[config.mk]
export PLATFORM = sky130hd
export DESIGN_NAME = kmst_sort_cell
export DESIGN_NICKNAME = d
export VERILOG_FILES = /design/src/hdl/kmst_pkg.sv /design/src/hdl/kmst_sort_cell.sv
export SDC_FILE = /design/constraint.sdc
export NUM_CORES = 1
export LEC_CHECK = 0
export BUFFER_PORTS_ARGS = -buffer_cell sky130_fd_sc_hd__buf_2
export CORE_MARGIN = 1
export CORE_UTILIZATION = 45
export DETAILED_ROUTE_END_ITERATION = 10
export HOLD_SLACK_MARGIN = 0.08
export PLACE_DENSITY = 0.9
export SETUP_SLACK_MARGIN = 0.1
export SYNTH_ARGS = -nofsm -noshare
export SYNTH_HDL_FRONTEND = slang
export SYNTH_SLANG_ARGS = --single-unit
[constraint.sdc]
create_clock -name aclk -period 5.46 [get_ports aclk]
set_input_delay 1.092 -clock aclk [delete_from_list [all_inputs] [get_ports aclk]]
set_output_delay 1.092 -clock aclk [all_outputs]
set_load 0.02 [all_outputs]
[src/hdl/kmst_pkg.sv]
// Shared types and constants of the minimum spanning tree engine.
package kmst_pkg;

    localparam int VERTEX_BITS = 6;
    localparam int MAX_VERTICES_DEF = 64;
    localparam int MAX_EDGES_DEF = 256;
    localparam int WEIGHT_BITS_DEF = 16;
    localparam int MAX_RESULTS = 63;
    localparam int RESULT_CNT_BITS = 6;

    typedef struct packed {
        logic ins;
        logic pop;
        logic clear;
    } sort_ctl_t;

    typedef struct packed {
        logic init;
        logic merge;
    } vtx_ctl_t;

endpackage

[src/hdl/kmst_sort_cell.sv]
// One cell of the insertion sorting chain that holds a single stored edge.
module kmst_sort_cell #(
    parameter int WEIGHT_BITS = kmst_pkg::WEIGHT_BITS_DEF
) (
    input  logic                                aclk,
    input  logic                                aresetn,
    input  kmst_pkg::sort_ctl_t                 ctl,
    input  logic [kmst_pkg::VERTEX_BITS-1:0]    key_u,
    input  logic [kmst_pkg::VERTEX_BITS-1:0]    key_v,
    input  logic signed [WEIGHT_BITS-1:0]       key_w,
    input  logic                                left_le,
    input  logic                                left_valid,
    input  logic [kmst_pkg::VERTEX_BITS-1:0]    left_u,
    input  logic [kmst_pkg::VERTEX_BITS-1:0]    left_v,
    input  logic signed [WEIGHT_BITS-1:0]       left_w,
    input  logic                                right_valid,
    input  logic [kmst_pkg::VERTEX_BITS-1:0]    right_u,
    input  logic [kmst_pkg::VERTEX_BITS-1:0]    right_v,
    input  logic signed [WEIGHT_BITS-1:0]       right_w,
    output logic                                own_le,
    output logic                                valid_reg,
    output logic [kmst_pkg::VERTEX_BITS-1:0]    u_reg,
    output logic [kmst_pkg::VERTEX_BITS-1:0]    v_reg,
    output logic signed [WEIGHT_BITS-1:0]       w_reg
);

    assign own_le = valid_reg && (w_reg <= key_w);

    always_ff @(posedge aclk) begin
        if (!aresetn || ctl.clear) begin
            valid_reg <= 1'b0;
        end else if (ctl.ins) begin
            if (!own_le) begin
                if (left_le) begin
                    valid_reg <= 1'b1;
                    u_reg     <= key_u;
                    v_reg     <= key_v;
                    w_reg     <= key_w;
                end else begin
                    valid_reg <= left_valid;
                    u_reg     <= left_u;
                    v_reg     <= left_v;
                    w_reg     <= left_w;
                end
            end
        end else if (ctl.pop) begin
            valid_reg <= right_valid;
            u_reg     <= right_u;
            v_reg     <= right_v;
            w_reg     <= right_w;
        end
    end

endmodule

# Yosys cells after proc, flatten, opt, wreduce, memory -nomap -nowiden
# Index checks and enable logic that the tools add are counted.
# totals
reg_bits	29
elab_cells	29
input_bits	92
output_inout_bits	30
# classes
muxes	16
n_bitwise	1
n_reduce_logical	6
eq_ne	1
order_cmp	1
# op_table
op	n
$mux W16	4
$mux W6	8
$le A16 B16 Y1	1
$mux W1	4
$reduce_and A3 Y1	1
$ne A2 B2 Y1 const B	1
$reduce_and A2 Y1	1
$reduce_bool A2 Y1	1
$logic_and A1 B1 Y1	1
$logic_not A1 Y1	1
$logic_or A1 B1 Y1	1
$not A1 Y1	1

# Depth between registers and ports, before layout
# depth
ltp_word	4
ltp_mapped	7
ltp_nobuf	7

# Worst setup path after synthesis
# No wires, ideal clock.
# synth_path
path_kind	input to output
start	input key_w[13]
end	output own_le
t_required_ps	4368
n_path_buf	0
slack_ps	1888
arrival_ps	2480
cell_stages	7
cell_sequence	inv_1 > ha_1 > a21o_1 > a2111oi_2 > o21ai_1 > o31a_1 > inv_1
# synth_via
elab_chain_cells	2
# synth_rtl
item	line_no	rtl
start, declared	kmst_sort_cell.sv:10	input logic signed [WEIGHT_BITS-1:0] key_w,
$le A16 B16 Y1	kmst_sort_cell.sv:27	assign own_le = valid_reg && (w_reg <= key_w);
$logic_and A1 B1 Y1	kmst_sort_cell.sv:27	
end, declared	kmst_sort_cell.sv:20	output logic own_le,
# Every way passes these cells.

# Final worst setup path
# Same ends and word-level chain as after synthesis.

==> flow_summary.yaml <==
synth:
  synth-simple-area-share_pct: 9.57
  synthDistinctLibCells: 32
  synth_top_cell_by_area: "edfxtp_1"
  synthAdderAreaFrac_pct: 10.4
  yosysWarnings: 0
  synth_cells: 190
  synthTopCellsByArea: "edfxtp_1 44%, mux2i_1 15%, ha_1 10%, a21oi_1 8.6%, nor2_1 5.9%"
  netlist.area_leader.share_pct: 43.8
  synth_xor_area_share_pct: 0
  syn_avg_cell_area_um2: 10.1
  synth-seq-cells: 29
  netlist_area_mm2: 0.00192
  synth_top_family_by_area: "multiplexers"
  muxShareOfSynthArea_pct: 15.2
  syn_nets: 298
  ys_seq_area_share_pct: 44.8
  synth_compound_area_share_pct: 13.8
drt:
  num_vias: 1810
  vias_per_cell: 5.03
  ant_nets: 0
  drt_wl_total_mm: 4.70
  wl_per_cell_um: 13.1
  dr.pass1.iters: 4
  drtIter0Drc: 61
  route.detailed.drc: 0
global_routing:
  grt_pass1_wl_mm: 7.04
  grtUsageMet1_pct: 21.2
  use_met2_pct: 40.0
  first_global_vias: 1702
  gr-usage-all-layers_pct: 21.3
  antenna_found_initial: 0
  busiest_layer: "met2"
  overflow: 0
  grt_max_degree: 61
  grt_use_met3_pct: 7.94
timing:
  finalSetupViolCount: 0
  skew_ns: 0.00936
  hold_viol: 0
  timing.final.max_slew_violations: 0
  rsz0062_at_grt: "false"
  worst_pin_slew_ns: 0.979
  finalSetupTns_ns: 0
  finalCritPeriodShare_pct: 69.9
  fmax_mhz: 262
  slew_headroom_pct: 34.7
  period_needed_ns: 3.81
power_and_ir_drop:
  p_seq_share_pct: 45.6
  power_density_mw_per_mm2: 221
  intPower_uw: 425
  p_leak_nw: 1.35
  switching_share_pct: 26.9
  power_frac_clock_pct: 31.3
  comb_power_share_pct: 23.1
  switching_power_uw: 156
  ir_worst_vdd_v: 0.000178
layout:
  antenna_cells: 0
  nets: 417
  layout_commonest_cell: "buf_2"
  finalNonFillerCells: 360
  fill_cells: 329
  drive_gt1_share_pct: 42.6
  largest_register_ff_count: 16
  layout_common_cells: "121 x buf_2, 33 x a21oi_1, 30 x nor2_1"
  synthToLayoutAreaGrowth_pct: 37.1
placed_design:
  dp_cells: 352
  dpl.hpwl_mm: 3.63
  place_congestion: 0.726
  io_buffers: 121
setup_path:
  critical_path_class: "in2out"
  crit_fanout: 3
  crit_path_start_kind: "primary input"
  critPathRequiredTime_ns: 4.37
  cp-end-kind: "primary output"
  crit_arrival_ns: 2.72
clock_network:
  clockBufferDepth: 2
  cts_tree: "done"
  cts_resized: 0
  cts_root_buffer: "clkbuf_8"
  clock_sinks: 29
  worstSkewPairLatency_ns: 0.27
  cts_hold_buf: 0
  clkTransAtPathRegs_ns: 0.07
  htreeDepth: 2
  postCtsSetupBuffers: 0
  numCtsBuffers: 5
die:
  initial_core_util_pct: 47.4
  die_y_um: 67.4
  io_pins: 122
  fp.dieW_um: 67.4
  num_rows: 23
  core_region_area_mm2: 0.00406
  die_area_mm2: 0.00454
job:
  max_cap_viol_count: 0
run_status:
  status: "finished clean"
min_path:
  holdCritPathClass: "reg2reg"
## layer usage
| layer | wire length (um) | vias up |
|---|---|---|
| met5 | 0 | - |
| li1 | - | 924 |
| met3 | 303 | 4 |
| met4 | 33 | 0 |
| met1 | 1860 | 815 |
| met2 | 2510 | 67 |
## synth_stat cells
library cell / count
mux2i_1: 28
inv_1: 18
o21a_1: 1
a21boi_2: 1
o21ai_0: 1
nor4_1: 1
dfxtp_1: 1
nand3_1: 1
a32oi_1: 1
nand4_1: 2
nor2_1: 30
a21o_1: 1
and2b_2: 1
a2111oi_2: 1
and3b_1: 1
buf_6: 1
nor2b_1: 1
clkbuf_1: 5
o21a_2: 1
buf_4: 1
a21oi_1: 33
buf_2: 3
nand2_1: 5
a31oi_1: 1
a31o_1: 1
nor3_1: 1
mux2_1: 1
o21bai_1: 1
edfxtp_1: 28
o31a_1: 1
ha_1: 16
o21ai_1: 1
## worst max-delay path, stage by stage
cell,delay (ns)
buf_2,0.09
inv_1,0.04
ha_1,0.31
a21o_1,0.19
a2111oi_2,0.34
o21ai_1,0.11
o31a_1,0.34
inv_1,0.06
buf_2,0.15
## final timing paths
kind / from / to / slack, ns / depth (start not counted)
worst min-delay path: valid_reg / valid_reg / 0.81 / 3
worst max-delay path: key_w[13] / own_le / 1.65 / 9
worst max register to register: w_reg[14] / v_reg[2] / 2.49 / 7
worst min register to register: valid_reg / valid_reg / 0.81 / 3
## metrics by stage
stage               setup slack, ns  hold WS, ns  area (um^2)  power [mW]  util (%)
finish                         1.65        0.815         2640       0.581      64.9
global route                   1.53        0.858         2640       0.612      64.9
CTS                            1.64        0.794         2640       0.586      64.9
detailed placement             1.64        0.778         2540       0.404      62.7
global placement               1.68        0.760         2540       0.399      62.7
floorplan                      1.89        0.835         1920       0.347         -
## cell type report
type | count | area, um^2 | share of cell area (%)
Clock buffer | 8 | 90.1 | 3.42
Inverter | 18 | 67.6 | 2.56
Multi-Input combinational cell | 133 | 941 | 35.7
Sequential cell | 29 | 861 | 32.7
Tap cell | 50 | 62.6 | 2.37
Timing Repair Buffer | 122 | 613 | 23.3
## power groups by stage
stage / registers, mW / logic [mW] / clock network [mW]
final: 0.265 / 0.134 / 0.182
after detailed placement: 0.270 / 0.135 / 0
after global routing: 0.266 / 0.150 / 0.197
after floorplan: 0.284 / 0.0634 / 0
after CTS: 0.265 / 0.135 / 0.186
after global placement: 0.269 / 0.130 / 0
## cells by family after synthesis
family                   count (synthesis)
AO/OA/AOI/OAI                           45
multiplexers                            29
AND/OR/NAND/NOR                         43
buffers and inverters                   28
flip-flops                              29
adder cells (fa/ha/maj)                 16
Note: power is estimated with default switching activity, not from simulation.
