`config.mk`:
```
export PLATFORM = sky130hd
export DESIGN_NAME = kmst_vertex_cell
export DESIGN_NICKNAME = d
export VERILOG_FILES = /design/src/hdl/kmst_pkg.sv /design/src/hdl/kmst_vertex_cell.sv
export SDC_FILE = /design/constraint.sdc
export NUM_CORES = 1
export LEC_CHECK = 0
export BUFFER_PORTS_ARGS = -buffer_cell sky130_fd_sc_hd__buf_2
export CORE_AREA = 10 10 47 49
export DETAILED_ROUTE_END_ITERATION = 6
export DIE_AREA = 0 0 57 59
export GPL_ROUTABILITY_DRIVEN = 0
export PLACE_DENSITY_LB_ADDON = 0.12
export SLEW_MARGIN = 20
export SYNTH_ARGS = -nofsm -noshare
export SYNTH_HDL_FRONTEND = slang
export SYNTH_SLANG_ARGS = --single-unit
export TNS_END_PERCENT = 10
```
`constraint.sdc`:
```
create_clock -name aclk -period 3 [get_ports aclk]
set_clock_uncertainty 0.05 [all_clocks]
set_input_delay 0.3 -clock aclk [delete_from_list [all_inputs] [get_ports aclk]]
set_output_delay 0.3 -clock aclk [all_outputs]
set_load 0.005 [all_outputs]
```
`src/hdl/kmst_pkg.sv`:
```
// Shared types and constants of the minimum spanning tree engine.
package kmst_pkg;

    localparam int VERTEX_BITS = 6;
    localparam int MAX_VERTICES_DEF = 64;
    localparam int MAX_EDGES_DEF = 256;
    localparam int WEIGHT_BITS_DEF = 16;
    localparam int MAX_RESULTS = 63;
    localparam int RESULT_CNT_BITS = 6;

    typedef struct packed {
        logic ins;
        logic pop;
        logic clear;
    } sort_ctl_t;

    typedef struct packed {
        logic init;
        logic merge;
    } vtx_ctl_t;

endpackage

```
`src/hdl/kmst_vertex_cell.sv`:
```
// One vertex cell holding the set label of its vertex.
module kmst_vertex_cell #(
    parameter int IDX = 0,
    parameter int LW  = 6
) (
    input  logic                                aclk,
    input  logic                                aresetn,
    input  kmst_pkg::vtx_ctl_t                  ctl,
    input  logic [kmst_pkg::VERTEX_BITS-1:0]    look_u,
    input  logic [kmst_pkg::VERTEX_BITS-1:0]    look_v,
    input  logic [LW-1:0]                       new_label,
    input  logic [LW-1:0]                       old_label,
    output logic [LW-1:0]                       hit_u,
    output logic [LW-1:0]                       hit_v
);

    logic [LW-1:0] label_reg;

    assign hit_u = (look_u == kmst_pkg::VERTEX_BITS'(IDX)) ? label_reg : '0;
    assign hit_v = (look_v == kmst_pkg::VERTEX_BITS'(IDX)) ? label_reg : '0;

    always_ff @(posedge aclk) begin
        if (!aresetn || ctl.init) begin
            label_reg <= LW'(IDX);
        end else if (ctl.merge && (label_reg == old_label)) begin
            label_reg <= new_label;
        end
    end

endmodule
```
* Yosys cells after proc, flatten, opt, wreduce, memory -nomap -nowiden *
Cells that the tools add are included.
W data, S select, Z words.

word-level totals
  bits in registers = 6
  input port bits = 28
  output and inout bits = 12
  logic and storage cells = 9

cells by class
  equality and inequality tests = 1
  muxes and demuxes = 2
  reduce and logical (&&, ||, !) cells = 5

operator list
  operator             number
  $logic_not A6 Y1     2
  $mux W6              2
  $eq A6 B6 Y1         1
  $logic_and A1 B1 Y1  1
  $logic_not A1 Y1     1
  $logic_or A1 B1 Y1   1

* Longest topological paths before layout *
Gate-level depths: netlist of run 1.

  depth after elaboration = 2
  mapped depth = 4
  depth with buffers taken out = 4

* Worst setup path after synthesis of run 1 *
OpenSTA, ideal clock, no wires.

  path type = input -> output
  start = input look_u[3] in the netlist's numbering
  end = output hit_u[2]
  data arrival time = 1.186 ns
  data required time = 2.650 ns
  path slack = 1.464 ns
  stages = 3
  buffers on the path = 0
  cells stage by stage = or4_1 > nor3_2 > and2_2

between the ends
  longest elaborated chain between the ends = 2

ends and longest elaborated chain
  element           RTL line                text
  from (decl)       kmst_vertex_cell.sv:9   input logic [kmst_pkg::VERTEX_BITS-1:0] look_u,
  $logic_not A6 Y1  kmst_vertex_cell.sv:19  assign hit_u = (look_u == kmst_pkg::VERTEX_BITS'(IDX)) ? label_reg : '0;
  $mux W6           kmst_vertex_cell.sv:19
  to (decl)         kmst_vertex_cell.sv:13  output logic [LW-1:0] hit_u,

No other way between the ends.

* Worst setup path after layout of run 1 *
Same ends and word-level chain as after synthesis.

==> impl_metrics.yaml, run 1 <==
run_status:
  status: "completed"
critical_path:
  worstPathMaxFanout: 6
  required_ps: 2650
  setup.worst_path.class: "input port to output pin"
  max_stage_delay_ps: 530
  path_buf_inv: 2
  worstPathCellList: "buf_2 > or4_1 > nor3_2 > and2_2 > buf_2"
  r2r_cells: 4
  crit_arrival_ps: 1530
  worstSetupEndpointType: "output pin"
  cpLargestDelayFamily: "simple AND/OR/NAND/NOR gates"
  crit_top_cell: "buf_2"
  worst-r2r-setup-slack_ps: 1490
  worst_path_max_delay_cell: "or4_1"
  rr_endpoint: "label_reg[0]$_SDFFE_PP0P_"
  rr_startpoint: "label_reg[4]$_SDFFE_PP0P_"
  start_kind: "input port"
die:
  die_x_um: 57
  rows: 14
  core_area_um2: 1400
  num_io_pins: 40
  initial_core_util_pct: 30.5
  dieArea_um2: 3360
  die_y_um: 59
synth:
  ys_seq_elements: 6
  ys_seq_area_share_pct: 28.1
  synthesis.instances: 50
  syn_nets: 78
  synth_warnings: 0
  yosys.cell_types.count: 13
  netlist_area_um2: 428
  syn_area_per_cell_um2: 8.56
layout:
  design_area_um2: 662
  largest_reg_flops: 6
  areaGrowthSynthToFinish_pct: 54.7
  fin_util_pct: 47.2
  antenna_cells: 0
  final_common_cell: "buf_2"
  fin_cells: 107
  final_nets: 121
  layout_common_cells: "39 x buf_2, 12 x nand2_1, 10 x and2_1"
  final_layout_size_suffix_gt1_share_pct: 51.6
clock_tree:
  clk_pin_slew_worst_paths_ps: 50
  cts_buffers: 3
  cts.repair.resized: 0
  post_cts_buffers: 0
  clock_sinks: 6
  root_buffer: "clkbuf_4"
  cts_tree: "built"
  clock_latency_ps: 250
  htreeDepth: 1
  clockBufferDepth: 2
  ctsHoldBuffers: 0
timing:
  period_minus_slack_ps: 1880
  rsz0062_at_grt: "no"
  worst_pin_slew_ps: 734
  final-hold-violation-count: 0
  tns_ps: 0
  slew_viol_final: 0
  max_clock_freq_ghz: 0.532
  period_share_pct: 62.6
  setup_viol: 0
  slew_headroom_pct: 51.0
detailed_routing:
  firstDrtPassIters: 2
  via_per_inst: 4.58
  ant_nets: 0
  drtIter0Drc: 4
  wl_mm: 1.44
  detail_route.wl_per_cell_um: 13.5
  drc_errors: 0
  vias: 490
placed_design:
  placed_area_um2: 639
  dp.cells: 104
  numPortBuffers: 39
hold_path:
  holdPathEnd: "label_reg[2]$_SDFFE_PP0P_"
  hold_path_class: "input port to flip-flop"
  hold_path_depth: 3
  worstHoldStart: "new_label[2]"
flow_run:
  cap_violations: 0
grt:
  busiest_layer: "met2"
  grt_pass1_wl_mm: 2.39
  overflow: 0
  grt_usage_pct: 8.87
  grtUsageMet2_pct: 14.0
  gr-usage-met1_pct: 8.56
  grt_max_degree: 13
  grt_pass1_vias: 546
  antenna_found_initial: 0
  gr-usage-met3_pct: 6.01
pwr:
  ir_drop_mv: 0.124
  p_leak_nw: 0.329
  power.total_uw: 187
  power.density_nw_per_um2: 282
## worst min-delay path: stages
cell	delay, ps
buf_2	90
nand2_1	40
mux2i_1	50
## per-layer routing
layer / vias to the layer above / share of wire [%]
met5: - / 0
met4: 0 / 0.83
met3: 2 / 15
met2: 26 / 43
met1: 213 / 41
li1: 249 / -
## cell type report
cell class | instances | area (um^2)
Fill cell | 152 | 739
Multi-Input combinational cell | 43 | 304
Timing Repair Buffer | 39 | 195
Sequential cell | 6 | 120
Clock buffer | 3 | 22.5
Tap cell | 16 | 20.0
## worst max-delay path by stage
stage | from | to | slack [ps] | cells past startpoint
6_report | look_u[3] | hit_u[2] | 1120 | 5
5_1_grt | look_u[3] | hit_u[2] | 1010 | 5
4_1_cts | look_u[3] | hit_u[2] | 1090 | 5
3_5_place_dp | look_u[3] | hit_u[2] | 1090 | 5
3_3_place_gp | look_u[3] | hit_u[2] | 1090 | 5
2_1_floorplan | look_u[3] | hit_u[2] | 1460 | 3
## report_power, final
| part | internal (mW) | switching [mW] | total (mW) |
|---|---|---|---|
| clock network | 0.0455 | 0.0327 | 0.0782 |
| registers | 0.0800 | 0.000119 | 0.0801 |
| logic | 0.0166 | 0.0118 | 0.0283 |
## Yosys cell counts
cell type / number / area (um^2)
or4_1: 2 / 15.0
nor3_2: 2 / 20.0
dfxtp_1: 6 / 120
nor4_4: 1 / 21.3
nand2_1: 12 / 45.0
xnor2_1: 3 / 26.3
mux2i_1: 6 / 60.1
and2_2: 2 / 15.0
clkbuf_1: 1 / 3.75
xor2_1: 3 / 26.3
nor2b_1: 1 / 6.26
nand4_1: 1 / 6.26
and2_1: 10 / 62.6
## kinds of logic after synthesis
kind of cell / synth area share, %
muxes: 14.0
xor gates and xnor gates: 12.3
and+or+nand+nor: 44.7
buffers and inverters: 0.876
DFF: 28.1
## stage by stage
step	hold WS (ps)	setup WS (ps)
floorplan	392	1460
finish	243	1120
global route	254	1010
global placement	433	1090
detailed placement	437	1090
CTS	245	1090
No activity file was read; power rests on OpenSTA's default activity.
==> inputs of run 2 (changes only) <==
Settings changed: ABC_AREA set to 1, CORE_AREA 10 10 47 49 to unset, CORE_MARGIN set to 10, CORE_UTILIZATION set to 39, DIE_AREA 0 0 57 59 to unset.
Clock period 3 ns to 1.8 ns, I/O delays scaled along.
==> run 2 against run 1 <==
Compared with the run above: die area is 1.6% lower; routed wire length up 5.4%; register-to-register slack got worse by 870 ps; via count increased by 40%; synthesized area increased by 28%; combinational power increased by 150%; sequential share of layout area is 2.9 points lower; setup slack worse by 520 ps; global-route usage grew 0.60 points; non-clock buffer count unchanged; flip-flop and latch count unchanged; total power up 73%.
==> impl_metrics.yaml, run 2 <==
run_status:
  status: "completed"
critical_path:
  cp_num_cells: 5
  worstPathMaxFanout: 6
  crit_top_cell: "buf_2"
  setup.worst_path.class: "input port to output pin"
  r2r_cells: 7
  worstPathCellList: "buf_2 > nor4_1 > nand2_1 > nor2_1 > buf_2"
  max_stage_delay_ps: 270
  worst-r2r-setup-slack_ps: 620
  start_kind: "input port"
  required_ps: 1570
  path_buf_inv: 2
  worstSetupEndpointType: "output pin"
  crit_arrival_ps: 970
  cpLargestDelayFamily: "simple AND/OR/NAND/NOR gates"
  worst_path_max_delay_cell: "nor4_1"
pwr:
  ir_drop_mv: 0.330
  p_leak_nw: 0.447
  power.density_nw_per_um2: 411
detailed_routing:
  vias: 686
  wl_mm: 1.52
  drc_errors: 0
  detail_route.wl_per_cell_um: 9.62
  via_per_inst: 4.34
  drtIter0Drc: 0
  firstDrtPassIters: 1
  ant_nets: 0
synth:
  yosys.cell_types.count: 13
  ys_seq_elements: 6
  yosys.area.top_type: "dfxtp_1"
  synth_edf_count: 0
  yosys_most_used_dff: "dfxtp_1"
  synth_warnings: 0
  synth_common_cells: "29 x nand2_1, 27 x nor2_1, 18 x inv_1, 7 x nand3_1, 6 x dfxtp_1"
  synthesis.instances: 101
  synth_async_sr_flop_share_pct: 0
  ys_seq_area_share_pct: 21.9
  synth_top_area_share_pct: 21.9
  syn_nets: 129
  yosysMostFrequentCell: "nand2_1"
  syn_area_per_cell_um2: 5.44
  netlist_area_um2: 549
  synth.area.top_cells: "dfxtp_1 22%, nand2_1 20%, nor2_1 18%"
grt:
  grt_pass1_wl_mm: 2.65
  grt_pass1_vias: 676
  grt_max_degree: 7
  antenna_found_initial: 0
  overflow: 0
  grt_usage_pct: 9.46
placed_design:
  place_hpwl_mm: 1.38
  dp.cells: 155
  numPortBuffers: 39
  pre_cts_slack_ps: 577
timing:
  max_clock_freq_ghz: 0.834
  final-hold-violation-count: 0
  setup_viol: 0
  setup_slack_ps: 601
  period_minus_slack_ps: 1200
  slew_viol_final: 0
  period_share_pct: 66.6
  worst_pin_slew_ps: 340
  rsz0062_at_grt: "no"
  tns_ps: 0
  slew_headroom_pct: 77.3
clock_tree:
  cts_tree: "built"
  clockBufferDepth: 2
  clock_latency_ps: 240
  cts.repair.resized: 0
  cts_buffers: 3
  htreeDepth: 1
  ctsHoldBuffers: 0
  clock_sinks: 6
  post_cts_buffers: 0
  root_buffer: "clkbuf_4"
  clk_pin_slew_worst_paths_ps: 40
layout:
  layout_common_cells: "39 x buf_2, 29 x nand2_1, 27 x nor2_1"
  final_common_cell: "buf_2"
  final_nets: 173
  antenna_cells: 0
  areaGrowthSynthToFinish_pct: 43.1
  fin_cells: 158
  num-fill-cells: 149
  largest_reg_flops: 6
  final_layout_size_suffix_gt1_share_pct: 37.1
hold_path:
  hold_path_class: "input port to flip-flop"
  hold_path_depth: 4
die:
  core_area_um2: 1320
  rows: 13
  die_y_um: 57.5
  initial_core_util_pct: 41.7
  dieArea_um2: 3310
  die_x_um: 57.5
  num_io_pins: 40
flow_run:
  cap_violations: 0
-- run 2: changes by cell type in the layout (fill, tap and decap cells not counted), moves of 6 or more --
cell,before,now
inv_1,0,18
nand3_1,0,7
and2_1,10,0
nor2_1,0,27
mux2i_1,6,0
nand2_1,12,29
-- run 2: worst paths after layout --
check / start / end
worst min-delay path: ctl[1] / label_reg[0]$_SDFFE_PP0P_
worst max-delay path: look_v[5] / hit_v[4]
worst min register to register: label_reg[5]$_SDFFE_PP0P_ / label_reg[5]$_SDFFE_PP0P_
worst max register to register: label_reg[3]$_SDFFE_PP0P_ / label_reg[3]$_SDFFE_PP0P_
-- run 2: worst register-to-register path: stages (launching register included) --
cell	delay, ps
dfxtp_1	350
inv_2	70
a21oi_4	150
nand2_1	110
nor2_4	150
nand3_1	90
nand2_1	70
nor2_1	40
-- run 2: kinds of logic after synthesis --
| kind of cell | share of synthesized area (%) |
|---|---|
| compound gates | 2.96 |
| xor+xnor | 1.59 |
| buf+inv | 14.3 |
| flops | 21.9 |
| simple gates | 59.2 |
-- run 2: final cells by class --
type                    instances  area [um^2]  area share (%)
inverters                      21         78.8            10.0
well taps                      15         18.8            2.39
clock buffers                   3         22.5            2.87
flip-flops and latches          6          120            15.3
multi-input cells              74          350            44.6
repair buffers                 39          195            24.8
-- run 2: per-layer routing --
metal  up-vias  GRT usage, %  share of wire (%)  wire length, um
li1        383             -                  -                -
met1       260          9.91                 42              641
met2        41          14.9                 40              607
met3         2          5.09                 17              260
met4         0          5.03               0.66               10
met5         -             0                  0                0
-- run 2: through the flow --
step	total power, mW	instance area, um^2	util (%)	hold WS, ps
global route	0.349	786	59.6	210
finish	0.323	786	59.6	197
CTS	0.333	786	59.6	188
detailed placement	0.207	763	57.9	445
global placement	0.206	763	57.9	442
floorplan	0.173	549	-	336
-- run 2: power by group --
part | total [mW] | leakage [nW] | switching [mW] | internal, mW
sequential | 0.134 | 0.0483 | 0.000315 | 0.134
clock | 0.119 | 0.0138 | 0.0437 | 0.0751
combinational | 0.0701 | 0.385 | 0.0344 | 0.0357
total | 0.323 | 0.447 | 0.0784 | 0.245
